===== src/hdl/pol_pkg.sv =====
// ----------------------------------------------------------------------------
// pol_pkg
// Shared types for the positional ordered list: request modes, result status
// codes and the command and status groups between controller and datapath.
// ----------------------------------------------------------------------------
package pol_pkg;

    typedef enum logic [1:0] {
        MODE_INS = 2'd0,
        MODE_DEL = 2'd1,
        MODE_RET = 2'd2,
        MODE_LOC = 2'd3
    } t_mode;

    typedef enum logic [1:0] {
        ST_OK       = 2'd0,
        ST_BADPOS   = 2'd1,
        ST_FULL     = 2'd2,
        ST_NOTFOUND = 2'd3
    } t_status;

    typedef struct packed {
        logic load;
        logic walk;
        logic finish;
    } t_cmd;

    typedef struct packed {
        logic walk_done;
        logic err;
    } t_dp_sts;

endpackage


===== src/hdl/pol_ctrl.sv =====
// ----------------------------------------------------------------------------
// pol_ctrl
// Controller: takes a request, runs the datapath walk until it drains, then
// commits the request and raises the result strobe for one cycle.
// ----------------------------------------------------------------------------
module pol_ctrl (
    input  logic             i_clk,
    input  logic             i_rst_n,
    input  logic             i_start,
    output logic             o_busy,
    input  pol_pkg::t_dp_sts i_sts,
    output pol_pkg::t_cmd    o_cmd,
    output logic             o_res_valid
);
    import pol_pkg::*;

    typedef enum logic [1:0] {
        S_IDLE,
        S_WALK,
        S_FIN
    } t_state;

    t_state r_state;
    t_state n_state;
    logic   r_res_valid;

    always_comb begin
        n_state      = r_state;
        o_cmd.load   = 1'b0;
        o_cmd.walk   = 1'b0;
        o_cmd.finish = 1'b0;
        case (r_state)
            S_IDLE: begin
                if (i_start) begin
                    o_cmd.load = 1'b1;
                    n_state    = S_WALK;
                end
            end
            S_WALK: begin
                o_cmd.walk = 1'b1;
                if (i_sts.walk_done || i_sts.err) begin
                    n_state = S_FIN;
                end
            end
            S_FIN: begin
                o_cmd.finish = 1'b1;
                n_state      = S_IDLE;
            end
            default: begin
                n_state = S_IDLE;
            end
        endcase
    end

    always_ff @(posedge i_clk) begin
        if (!i_rst_n) begin
            r_state     <= S_IDLE;
            r_res_valid <= 1'b0;
        end else begin
            r_state     <= n_state;
            r_res_valid <= (r_state == S_FIN);
        end
    end

    assign o_busy      = (r_state != S_IDLE);
    assign o_res_valid = r_res_valid;

endmodule


===== src/hdl/pol_datapath.sv =====
// ----------------------------------------------------------------------------
// pol_datapath
// Entry memory with one write and one registered read port, count and limit
// registers, request checks, and a walk pointer that moves one entry a cycle.
// ----------------------------------------------------------------------------
module pol_datapath #(
    parameter int CAPACITY = 32
) (
    input  logic                 i_clk,
    input  logic                 i_rst_n,
    input  pol_pkg::t_cmd        i_cmd,
    output pol_pkg::t_dp_sts     o_sts,
    input  logic [1:0]           i_mode,
    input  logic [5:0]           i_position,
    input  logic signed [31:0]   i_value_in,
    input  logic                 i_cfg_we,
    input  logic [5:0]           i_cfg_data,
    output logic signed [31:0]   o_value_out,
    output logic [5:0]           o_found_position,
    output logic [1:0]           o_status,
    output logic [5:0]           o_length,
    output logic                 o_empty_res
);
    import pol_pkg::*;

    localparam int         AW      = $clog2(CAPACITY);
    localparam int         IW      = (AW > 6) ? AW : 6;
    localparam logic [5:0] CAP_LIM = (CAPACITY > 63) ? 6'd63 : 6'(CAPACITY);

    function automatic logic [AW-1:0] to_addr(input logic [5:0] idx);
        logic [IW-1:0] w;
        w = IW'(idx);
        return w[AW-1:0];
    endfunction

    logic [31:0] r_mem [CAPACITY];
    logic [31:0] r_rd;

    logic [5:0]  r_count;
    logic [5:0]  n_count;
    logic [5:0]  r_limit;
    logic [5:0]  lim;
    t_mode       r_mode;
    logic [5:0]  r_pos;
    logic [31:0] r_val;
    logic        r_err;
    t_status     r_status;
    logic [5:0]  r_ptr;
    logic [5:0]  r_raddr;
    logic        r_rvld;
    logic        r_hit;
    logic [31:0] r_vout;
    logic [5:0]  r_found;

    logic signed [31:0] r_o_vout;
    logic [5:0]         r_o_found;
    t_status            r_o_status;
    logic [5:0]         r_o_len;
    logic               r_o_empty;

    logic        ld_err;
    t_status     ld_status;
    logic [5:0]  ld_ptr;
    logic        go;
    logic        rd_go;
    logic [5:0]  rd_idx;
    logic        wr_en;
    logic [5:0]  wr_idx;
    logic [31:0] wr_data;
    logic        hit_now;
    logic        cap_vout;

    assign lim = (r_limit < CAP_LIM) ? r_limit : CAP_LIM;

    always_comb begin
        ld_err    = 1'b0;
        ld_status = ST_OK;
        ld_ptr    = 6'd0;
        case (t_mode'(i_mode))
            MODE_INS: begin
                ld_ptr = r_count;
                if (i_position > r_count) begin
                    ld_err    = 1'b1;
                    ld_status = ST_BADPOS;
                end else if (r_count >= lim) begin
                    ld_err    = 1'b1;
                    ld_status = ST_FULL;
                end
            end
            MODE_DEL, MODE_RET: begin
                ld_ptr = i_position - 6'd1;
                if (i_position == 6'd0 || i_position > r_count) begin
                    ld_err    = 1'b1;
                    ld_status = ST_BADPOS;
                end
            end
            MODE_LOC: begin
                ld_status = ST_NOTFOUND;
            end
            default: begin
                ld_status = ST_NOTFOUND;
            end
        endcase
    end

    always_comb begin
        go     = 1'b0;
        rd_idx = r_ptr;
        case (r_mode)
            MODE_INS: begin
                go     = (r_ptr > r_pos);
                rd_idx = r_ptr - 6'd1;
            end
            MODE_DEL: go = (r_ptr < r_count);
            MODE_RET: go = (r_ptr < r_pos);
            MODE_LOC: go = (r_ptr < r_count) && !r_hit;
            default:  go = 1'b0;
        endcase
    end

    assign rd_go           = go && i_cmd.walk && !r_err;
    assign o_sts.walk_done = !rd_go && !r_rvld;
    assign o_sts.err       = r_err;

    assign hit_now  = r_rvld && (r_mode == MODE_LOC) && !r_hit && (r_rd == r_val);
    assign cap_vout = r_rvld && ((r_mode == MODE_RET) ||
                      ((r_mode == MODE_DEL) && (r_raddr == r_pos - 6'd1)));

    always_comb begin
        wr_en   = 1'b0;
        wr_idx  = r_pos;
        wr_data = r_val;
        if (i_cmd.finish && (r_mode == MODE_INS) && !r_err) begin
            wr_en = 1'b1;
        end else if (r_rvld && (r_mode == MODE_INS)) begin
            wr_en   = 1'b1;
            wr_idx  = r_raddr + 6'd1;
            wr_data = r_rd;
        end else if (r_rvld && (r_mode == MODE_DEL) && (r_raddr != r_pos - 6'd1)) begin
            wr_en   = 1'b1;
            wr_idx  = r_raddr - 6'd1;
            wr_data = r_rd;
        end
    end

    always_comb begin
        n_count = r_count;
        if (i_cmd.finish && !r_err) begin
            if (r_mode == MODE_INS) begin
                n_count = r_count + 6'd1;
            end else if (r_mode == MODE_DEL) begin
                n_count = r_count - 6'd1;
            end
        end
    end

    always_ff @(posedge i_clk) begin
        if (wr_en) begin
            r_mem[to_addr(wr_idx)] <= wr_data;
        end
        if (rd_go) begin
            r_rd <= r_mem[to_addr(rd_idx)];
        end
    end

    always_ff @(posedge i_clk) begin
        if (!i_rst_n) begin
            r_count  <= 6'd0;
            r_limit  <= 6'd32;
            r_rvld   <= 1'b0;
            r_hit    <= 1'b0;
            r_mode   <= MODE_INS;
            r_err    <= 1'b0;
            r_status <= ST_OK;
            r_ptr    <= 6'd0;
        end else begin
            if (i_cfg_we) begin
                r_limit <= i_cfg_data;
            end
            r_count <= n_count;
            r_rvld  <= rd_go;
            if (i_cmd.load) begin
                r_hit    <= 1'b0;
                r_mode   <= t_mode'(i_mode);
                r_err    <= ld_err;
                r_status <= ld_status;
                r_ptr    <= ld_ptr;
            end else begin
                if (hit_now) begin
                    r_hit    <= 1'b1;
                    r_status <= ST_OK;
                end
                if (rd_go) begin
                    r_ptr <= (r_mode == MODE_INS) ? r_ptr - 6'd1 : r_ptr + 6'd1;
                end
            end
        end
    end

    always_ff @(posedge i_clk) begin
        if (i_cmd.load) begin
            r_pos   <= i_position;
            r_val   <= i_value_in;
            r_vout  <= 32'd0;
            r_found <= 6'd0;
        end else begin
            if (cap_vout) begin
                r_vout <= r_rd;
            end
            if (hit_now) begin
                r_found <= r_raddr + 6'd1;
            end
        end
        if (rd_go) begin
            r_raddr <= rd_idx;
        end
        if (i_cmd.finish) begin
            r_o_vout   <= r_vout;
            r_o_found  <= r_found;
            r_o_status <= r_status;
            r_o_len    <= n_count;
            r_o_empty  <= (n_count == 6'd0);
        end
    end

    assign o_value_out      = r_o_vout;
    assign o_found_position = r_o_found;
    assign o_status         = r_o_status;
    assign o_length         = r_o_len;
    assign o_empty_res      = r_o_empty;

endmodule


===== src/hdl/positional_ordered_list.sv =====
// ----------------------------------------------------------------------------
// positional_ordered_list
// Ordered list of signed 32-bit values with insert, delete and retrieve by
// position and locate by value, each request answered by one result item.
// ----------------------------------------------------------------------------
// channel   | handshake                 | payload
// ----------+---------------------------+-------------------------------------
// request   | start, busy               | i_mode, i_position, i_value_in
// result    | o_res_valid (1 cycle)     | o_value_out, o_found_position,
//           |                           | o_status, o_length, o_empty_res
// config    | i_cfg_valid, o_cfg_ready  | i_cfg_data (size limit)
//
// One item at a time. Insert and delete walk the entries from the position to
// the end of the list, retrieve reads one entry, locate walks until a match or
// the end; a rejected request, an insert at the end or a locate on an empty
// list does no walk. The walk over the entry memory does one read per cycle.
// Synchronous reset clears the count and sets the size limit to 32; entries
// stay undefined until written, with no clearing pass.
// The result strobe lasts one cycle; the receiver cannot stall it.
// ----------------------------------------------------------------------------
module positional_ordered_list #(
    parameter int CAPACITY = 32
) (
    input  logic               i_clk,
    input  logic               i_rst_n,
    input  logic               start,
    output logic               busy,
    input  logic [1:0]         i_mode,
    input  logic [5:0]         i_position,
    input  logic signed [31:0] i_value_in,
    output logic               o_res_valid,
    output logic signed [31:0] o_value_out,
    output logic [5:0]         o_found_position,
    output logic [1:0]         o_status,
    output logic [5:0]         o_length,
    output logic               o_empty_res,
    input  logic               i_cfg_valid,
    output logic               o_cfg_ready,
    input  logic [5:0]         i_cfg_data
);
    import pol_pkg::*;

    t_cmd    cmd;
    t_dp_sts sts;

    assign o_cfg_ready = 1'b1;

    pol_ctrl u_ctrl (
        .i_clk       (i_clk),
        .i_rst_n     (i_rst_n),
        .i_start     (start),
        .o_busy      (busy),
        .i_sts       (sts),
        .o_cmd       (cmd),
        .o_res_valid (o_res_valid)
    );

    pol_datapath #(
        .CAPACITY (CAPACITY)
    ) u_dp (
        .i_clk            (i_clk),
        .i_rst_n          (i_rst_n),
        .i_cmd            (cmd),
        .o_sts            (sts),
        .i_mode           (i_mode),
        .i_position       (i_position),
        .i_value_in       (i_value_in),
        .i_cfg_we         (i_cfg_valid && o_cfg_ready),
        .i_cfg_data       (i_cfg_data),
        .o_value_out      (o_value_out),
        .o_found_position (o_found_position),
        .o_status         (o_status),
        .o_length         (o_length),
        .o_empty_res      (o_empty_res)
    );

    a_strobe_pulse: assert property (@(posedge i_clk) disable iff (!i_rst_n)
        o_res_valid |=> !o_res_valid)
        else $error("result strobe held longer than one cycle");

    a_busy_after_start: assert property (@(posedge i_clk) disable iff (!i_rst_n)
        (start && !busy) |=> busy)
        else $error("accepted item did not raise busy");

    a_empty_matches_len: assert property (@(posedge i_clk) disable iff (!i_rst_n)
        o_res_valid |-> (o_empty_res == (o_length == 6'd0)))
        else $error("empty flag disagrees with length");

    a_error_zero_value: assert property (@(posedge i_clk) disable iff (!i_rst_n)
        o_res_valid |-> ((o_status == ST_OK) || (o_value_out == 32'sd0)))
        else $error("nonzero value returned with error status");

endmodule


===== config.mk =====
export PLATFORM = sky130hd
export DESIGN_NAME = positional_ordered_list
export DESIGN_NICKNAME = d
export VERILOG_FILES = /design/src/hdl/pol_pkg.sv /design/src/hdl/pol_ctrl.sv /design/src/hdl/pol_datapath.sv /design/src/hdl/positional_ordered_list.sv
export SDC_FILE = /design/constraint.sdc
export NUM_CORES = 2
export LEC_CHECK = 0
export BUFFER_PORTS_ARGS = -buffer_cell sky130_fd_sc_hd__buf_2
export CELL_PAD_IN_SITES_DETAIL_PLACEMENT = 0
export CELL_PAD_IN_SITES_GLOBAL_PLACEMENT = 2
export CORE_UTILIZATION = 30
export CTS_BUF_LIST = sky130_fd_sc_hd__clkbuf_4 sky130_fd_sc_hd__clkbuf_8
export DETAILED_ROUTE_END_ITERATION = 8
export HOLD_SLACK_MARGIN = 0.06
export PLACE_DENSITY_LB_ADDON = 0.15
export SLEW_MARGIN = 40
export SYNTH_ARGS = -nofsm -noshare
export SYNTH_HDL_FRONTEND = slang
export SYNTH_SLANG_ARGS = --single-unit

===== constraint.sdc =====
create_clock -name i_clk -period 7 [get_ports i_clk]
set_input_delay 1.4 -clock i_clk [delete_from_list [all_inputs] [get_ports i_clk]]
set_output_delay 1.4 -clock i_clk [all_outputs]
set_load 0.05 [all_outputs]

# Word-level counts from Yosys, hierarchy flattened
# Memory sizes are Yosys's and may differ from the RTL's. A register that Yosys moved wholly into a read port is not among the register bits.
# Cells that the tools add are included.
# op_classes
n_addsub	8
n_lt_le_gt_ge	6
eq_ne	13
muxes	38
bitwise_logic	1
reduce_logical	33
# ops
op	count
2-to-1 mux 32 bit	3
2-to-1 mux 6 bit	8
== test 32 bit	1
subtractor 6 x 1 -> 6 bit (second input constant)	4
adder 6 x 1 -> 6 bit (second input constant)	3
logical AND 1 bit	15
2-to-1 mux 5 bit	3
2-to-1 mux 1 bit	13
greater-than comparator 6 bit	2
logical NOT 6 bit	2
less-than comparator 6 bit	2
2-to-1 mux 2 bit	6
one-hot mux 6 bit (2 select lines)	1
== test 2 bit (second input constant)	5
== test 2 x 1 -> 1 bit (second input constant)	3
== test 6 bit	1
greater-or-equal comparator 6 bit	1
logical NOT 2 bit	3
less-than comparator 6 bit (second input constant)	1
inequality test 6 bit	1
one-hot mux 2 bit (3 select lines)	1
nonzero test 2 bit	3
subtractor 5 x 1 -> 5 bit (second input constant)	1
logical NOT 1 bit	4
9 further kinds	12
# word_totals
register_bits	157
ramBits	1024
memories	1
# mem_list
memory	words	word_bits	read_ports	rd_clocked_by_memory_dff	write_ports	line_no	text
u_dp.r_mem	32	32	1	1	1	pol_datapath.sv:36	logic [31:0] r_mem [CAPACITY];

# Longest topological paths before layout
# depth
ltp_word	10
mapped_depth	11
depth_no_buf	9

# Cells and area by module
# From an unflattened synthesis, not the netlist that was laid out.
# hier_totals
hier_cells	3448
hier_area_um2	49238.5
# by_module_without_submodules
module	instances	cells_each	area_per_inst_um2	seq_area_each_um2
pol_datapath	1	3430	49084.6	35704.2
pol_ctrl	1	16	142.6	60.1
positional_ordered_list	1	2	11.3	0.0

# Least setup slack after synthesis
# OpenSTA, ideal clock, no wires.
# synth_path
path_kind	flip-flop to flip-flop
start	reg u_dp.r_pos[0]
end	mem u_dp.r_mem[0][0], enable pin
setup_ns	0.468
arrival_time_ns	4.470
required_ns	6.532
setup_slack_ns	2.062
path_stages_with_launch	11
n_path_buf	1
cell_sequence	edfxtp_1 > buf_2 > inv_1 > ha_1 > and2_1 > a311o_1 > o21a_1 > a2bb2oi_2 > o32ai_2 > nand2_1 > nor3b_1
# synth_between
elab_chain_cells	8
elab_cells_between_ends	11
# synth_lines
item	line_no	text
from (decl)	pol_datapath.sv:44	logic [5:0] r_pos;
from (signal assigned)	pol_datapath.sv:202	r_pos <= i_position;
subtractor 6 x 1 -> 6 bit	pol_datapath.sv:139	end else if (r_rvld && (r_mode == MODE_DEL) && (r_raddr != r_pos - 6'd1)) begin
inequality test 6 bit	pol_datapath.sv:139	
logical AND 1 bit	pol_datapath.sv:139	
2-to-1 mux 1 bit	pol_datapath.sv:139	
2-to-1 mux 1 bit	pol_datapath.sv:135	end else if (r_rvld && (r_mode == MODE_INS)) begin
2-to-1 mux 1 bit	pol_datapath.sv:133	if (i_cmd.finish && (r_mode == MODE_INS) && !r_err) begin
2-to-1 mux 1 bit	pol_datapath.sv:158	if (wr_en) begin
2-to-1 mux 1 bit (not written as such)	pol_datapath.sv:159	r_mem[to_addr(wr_idx)] <= wr_data;
to (decl)	pol_datapath.sv:36	
# Several ways; a longest one is shown, not always the timed one.

# Worst setup path after layout
# layout_path
start	reg u_dp.r_mode[0]
end	mem u_dp.r_mem[26][0], enable pin
# layout_between
elab_chain_cells	8
elab_cells_between_ends	15
# layout_lines
item	line_no	text
from (decl)	pol_datapath.sv:43	t_mode r_mode;
from (signal assigned)	pol_datapath.sv:184	r_mode <= t_mode'(i_mode);
== test 2 x 1 -> 1 bit	pol_datapath.sv:139	
logical AND 1 bit (2 in a row)	pol_datapath.sv:139	
2-to-1 mux 1 bit	pol_datapath.sv:139	
2-to-1 mux 1 bit	pol_datapath.sv:135	
2-to-1 mux 1 bit	pol_datapath.sv:133	
2-to-1 mux 1 bit	pol_datapath.sv:158	
2-to-1 mux 1 bit (not written as such)	pol_datapath.sv:159	
# Several ways; a longest one is shown, not always the timed one.

==> flow_summary.ini <==
[status]
outcome = completed

[pwr]
ir_drop_mv = 0.196
p_seq_share_pct = 46.9
switchingPower_mw = 4.83
p_int_mw = 12.9
power_switching_share_pct = 27.2
clkPwrFrac_pct = 36.3
p_per_area_mw_per_mm2 = 315
power_frac_comb_pct = 16.8
leakage_nw = 19.1

[clock_network]
post_cts_buffers = 0
insertion_delay_ns = 0.94
cts_buffers = 207
cts_max_path_buffers = 3
cts.hold.buffers_added = 0
cts.sinks = 1213
cts_tree = yes
clockRootBuffer = clkbuf_8
clkTransAtPathRegs_ns = 0.06
h-tree-depth = 4
cts-resized-gates = 0

[synthesis]
synth_largest_area_cell = edfxtp_1
synth_seq_cells = 1213
synthTopCellsByCount = 1,147 x edfxtp_1, 256 x mux4_2, 235 x mux2i_1
synth_ff_type = edfxtp_1
async_flop_share_pct = 0
synth_top_area_share_pct = 71.3
synthMuxAreaShare_pct = 17.6
avgSynthCellArea_um2 = 20.0
yosys_warnings = 0
synth_edf_count = 1147
synth-xor-area-share_pct = 1.08
synth_top_family_by_area = multiplexers
synth-compound-area-share_pct = 1.53
synth.net_count = 2508
netlist_area_mm2 = 0.0483
yosysMostFrequentCell = edfxtp_1
yosysUniqueCellTypes = 75
synth_simple_gate_area_share_pct = 3.36
synth_area_leaders = edfxtp_1 71%, mux4_2 12%, mux2i_1 4.9%
synth_cells = 2420
synth_fa_ha_area_share_pct = 0.984
ys_seq_area_share_pct = 74.0

[drt]
drtIter0Drc = 1820
vias = 23945
via_per_inst = 4.77
ant_nets = 0
drt_wl_total_um = 136000
drtPass1Iterations = 4
drcViolationCount = 0
wl_per_cell_um = 27.1

[worst_setup_path]
startpoint_type = register
required_ns = 7.54
critPathMaxFanout = 32
worst_path_largest_cell_delay_ns = 0.66
r2r_cells = 9
critPathCaptureType = register
worstPathCellList = or2_1 > clkinv_2 > nand2_2 > o21a_1 > o2bb2ai_4 > o22ai_2 > nand2_1 > nor3_2 > buf_4
critPathSlowestCell = dfxtp_1
crit_type = reg2reg
arrival_ns = 4.70

[grt]
antenna_found_initial = 5
grt_pass1_wl_um = 193000
first_global_vias = 25479
gr-usage-all-layers_pct = 16.8
grt_remaining_overflow = 0
grt_max_degree = 100

[sta]
hold_viol = 0
rsz0062_at_grt = false
tightest_slew_ns = 0.827
fmax_mhz = 240
finalSetupViolCount = 0
finalMaxSlewViolations = 0
skew_ns = 0.0515
finalWorstSetupSlack_ns = 2.84
setup_tns_ns = 0
min_period_ns = 4.16
max-slew-margin-rel_pct = 44.9
finalCritPeriodShare_pct = 59.5

[floorplan]
die_area_mm2 = 0.163
core_mm2 = 0.159
dieHeight_um = 403
rows = 146
pin_count = 100
initial_utilization_pct = 30.4
die_x_um = 403

[hold_path]
worst_hold_path_type = reg2reg
hold_path_depth = 0

[final_layout]
area_growth_syn_to_layout_pct = 16.5
nets = 2781
drive_above_1_share_pct = 31.5
fillers = 14853
utilization_pct = 35.4

[place]
dp_hpwl_um = 80300
dpl_worst_slack_ns = 2.64
numPortBuffers = 98
gp_congestion = 0.763

[flow_run]
drv_cap = 0
==> per-layer routing <==
layer  up-vias  wire [µm]  track usage, %
li1      10368          -               -
met1     12779      61100            22.9
met2       599      64200            26.7
met3       199       6560            3.65
met4         0       3800            5.46
met5         -          0               0
==> registers in the layout (all words and copies together), names as in the netlist, 2 cells and up <==
name	count
u_dp.r_raddr	6
u_ctrl.r_state	2
u_dp.r_ptr	6
u_dp.r_rd	32
u_dp.r_pos	6
u_dp.r_mode	2
u_dp.o_length	6
u_dp.r_mem	1024
u_dp.r_limit	6
u_dp.r_vout	32
u_dp.r_status	2
u_dp.r_found	6
u_dp.r_val	32
u_dp.o_status	2
u_dp.o_found_position	6
u_dp.o_value_out	32
u_dp.r_count	6
==> worst paths after layout <==
check / endpoint / start / slack (ns)
hold reg to reg: u_dp.o_value_out[25] / u_dp.r_vout[25] / 0.43
setup / recovery: u_dp.r_mem[26][0] / u_dp.r_mode[0] / 2.84
hold / removal: u_dp.o_value_out[25] / u_dp.r_vout[25] / 0.43
setup reg to reg: u_dp.r_mem[26][0] / u_dp.r_mode[0] / 2.84
==> critical path: cells and delay by family, from the launching register on <==
family / cells / cell delay (ns)
buf+inv: 2 / 0.76
simple gates: 4 / 1.19
compound gates: 3 / 1.12
flops: 1 / 0.66
==> stage by stage <==
stage	power, mW	cell area [µm²]	hold slack, ns	instances
final	17.8	56300	0.431	5016
after CTS	18.1	56200	0.433	5011
after detailed placement	11.5	52100	0.423	4628
after global routing	18.5	56300	0.440	5016
after floorplan	10.5	48300	0.408	2420
after global placement	11.5	51800	0.422	4622
==> layout by cell type, fill, tap and decap left out, drive strengths merged, types with 4 or more instances in the layout <==
cell type  count
clkinv        76
xor2          20
inv           47
dfxtp         66
bufinv         6
xnor2         39
nor4           6
o21ai         27
nand3         18
nor3b         14
nor2b         12
mux4         256
nand4         10
mux2          33
a31oi          4
nor3          22
mux2i        235
and2           9
o21a           7
edfxtp      1147
clkbuf       288
a21oi         18
a21o           6
nand2        145
and3           4
a21boi         5
or3            4
nand2b         8
buf          178
ha            38
nor2          67
==> power by group through the flow <==
stage	Sequential, mW	Combinational, mW	Clock (mW)
5_1_grt	8.33	3.20	6.98
2_1_floorplan	8.44	2.03	0
3_3_place_gp	8.48	3.02	0
3_5_place_dp	8.47	3.05	0
4_1_cts	8.32	3.06	6.68
6_report	8.32	2.98	6.45
==> area by class of cell <==
class                      instances  area, µm²  area share [%]
sequential                      1213      35800            63.5
multi-input combinational       1056      12200            21.7
clock buffer                     288       3520            6.25
tap                             2146       2690            4.77
timing repair buffer             178       1320            2.35
clock inverter                    95        648            1.15
inverter                          37        148           0.262
antenna                            3       7.51          0.0133
==> kinds of logic after synthesis <==
family,Yosys count
fa+ha+maj,38
flops,1213
other cells,1
simple gates,334
buf+inv,151
xor+xnor,59
mux,524
compound gates,100
Power figures use the tool's default switching activity.
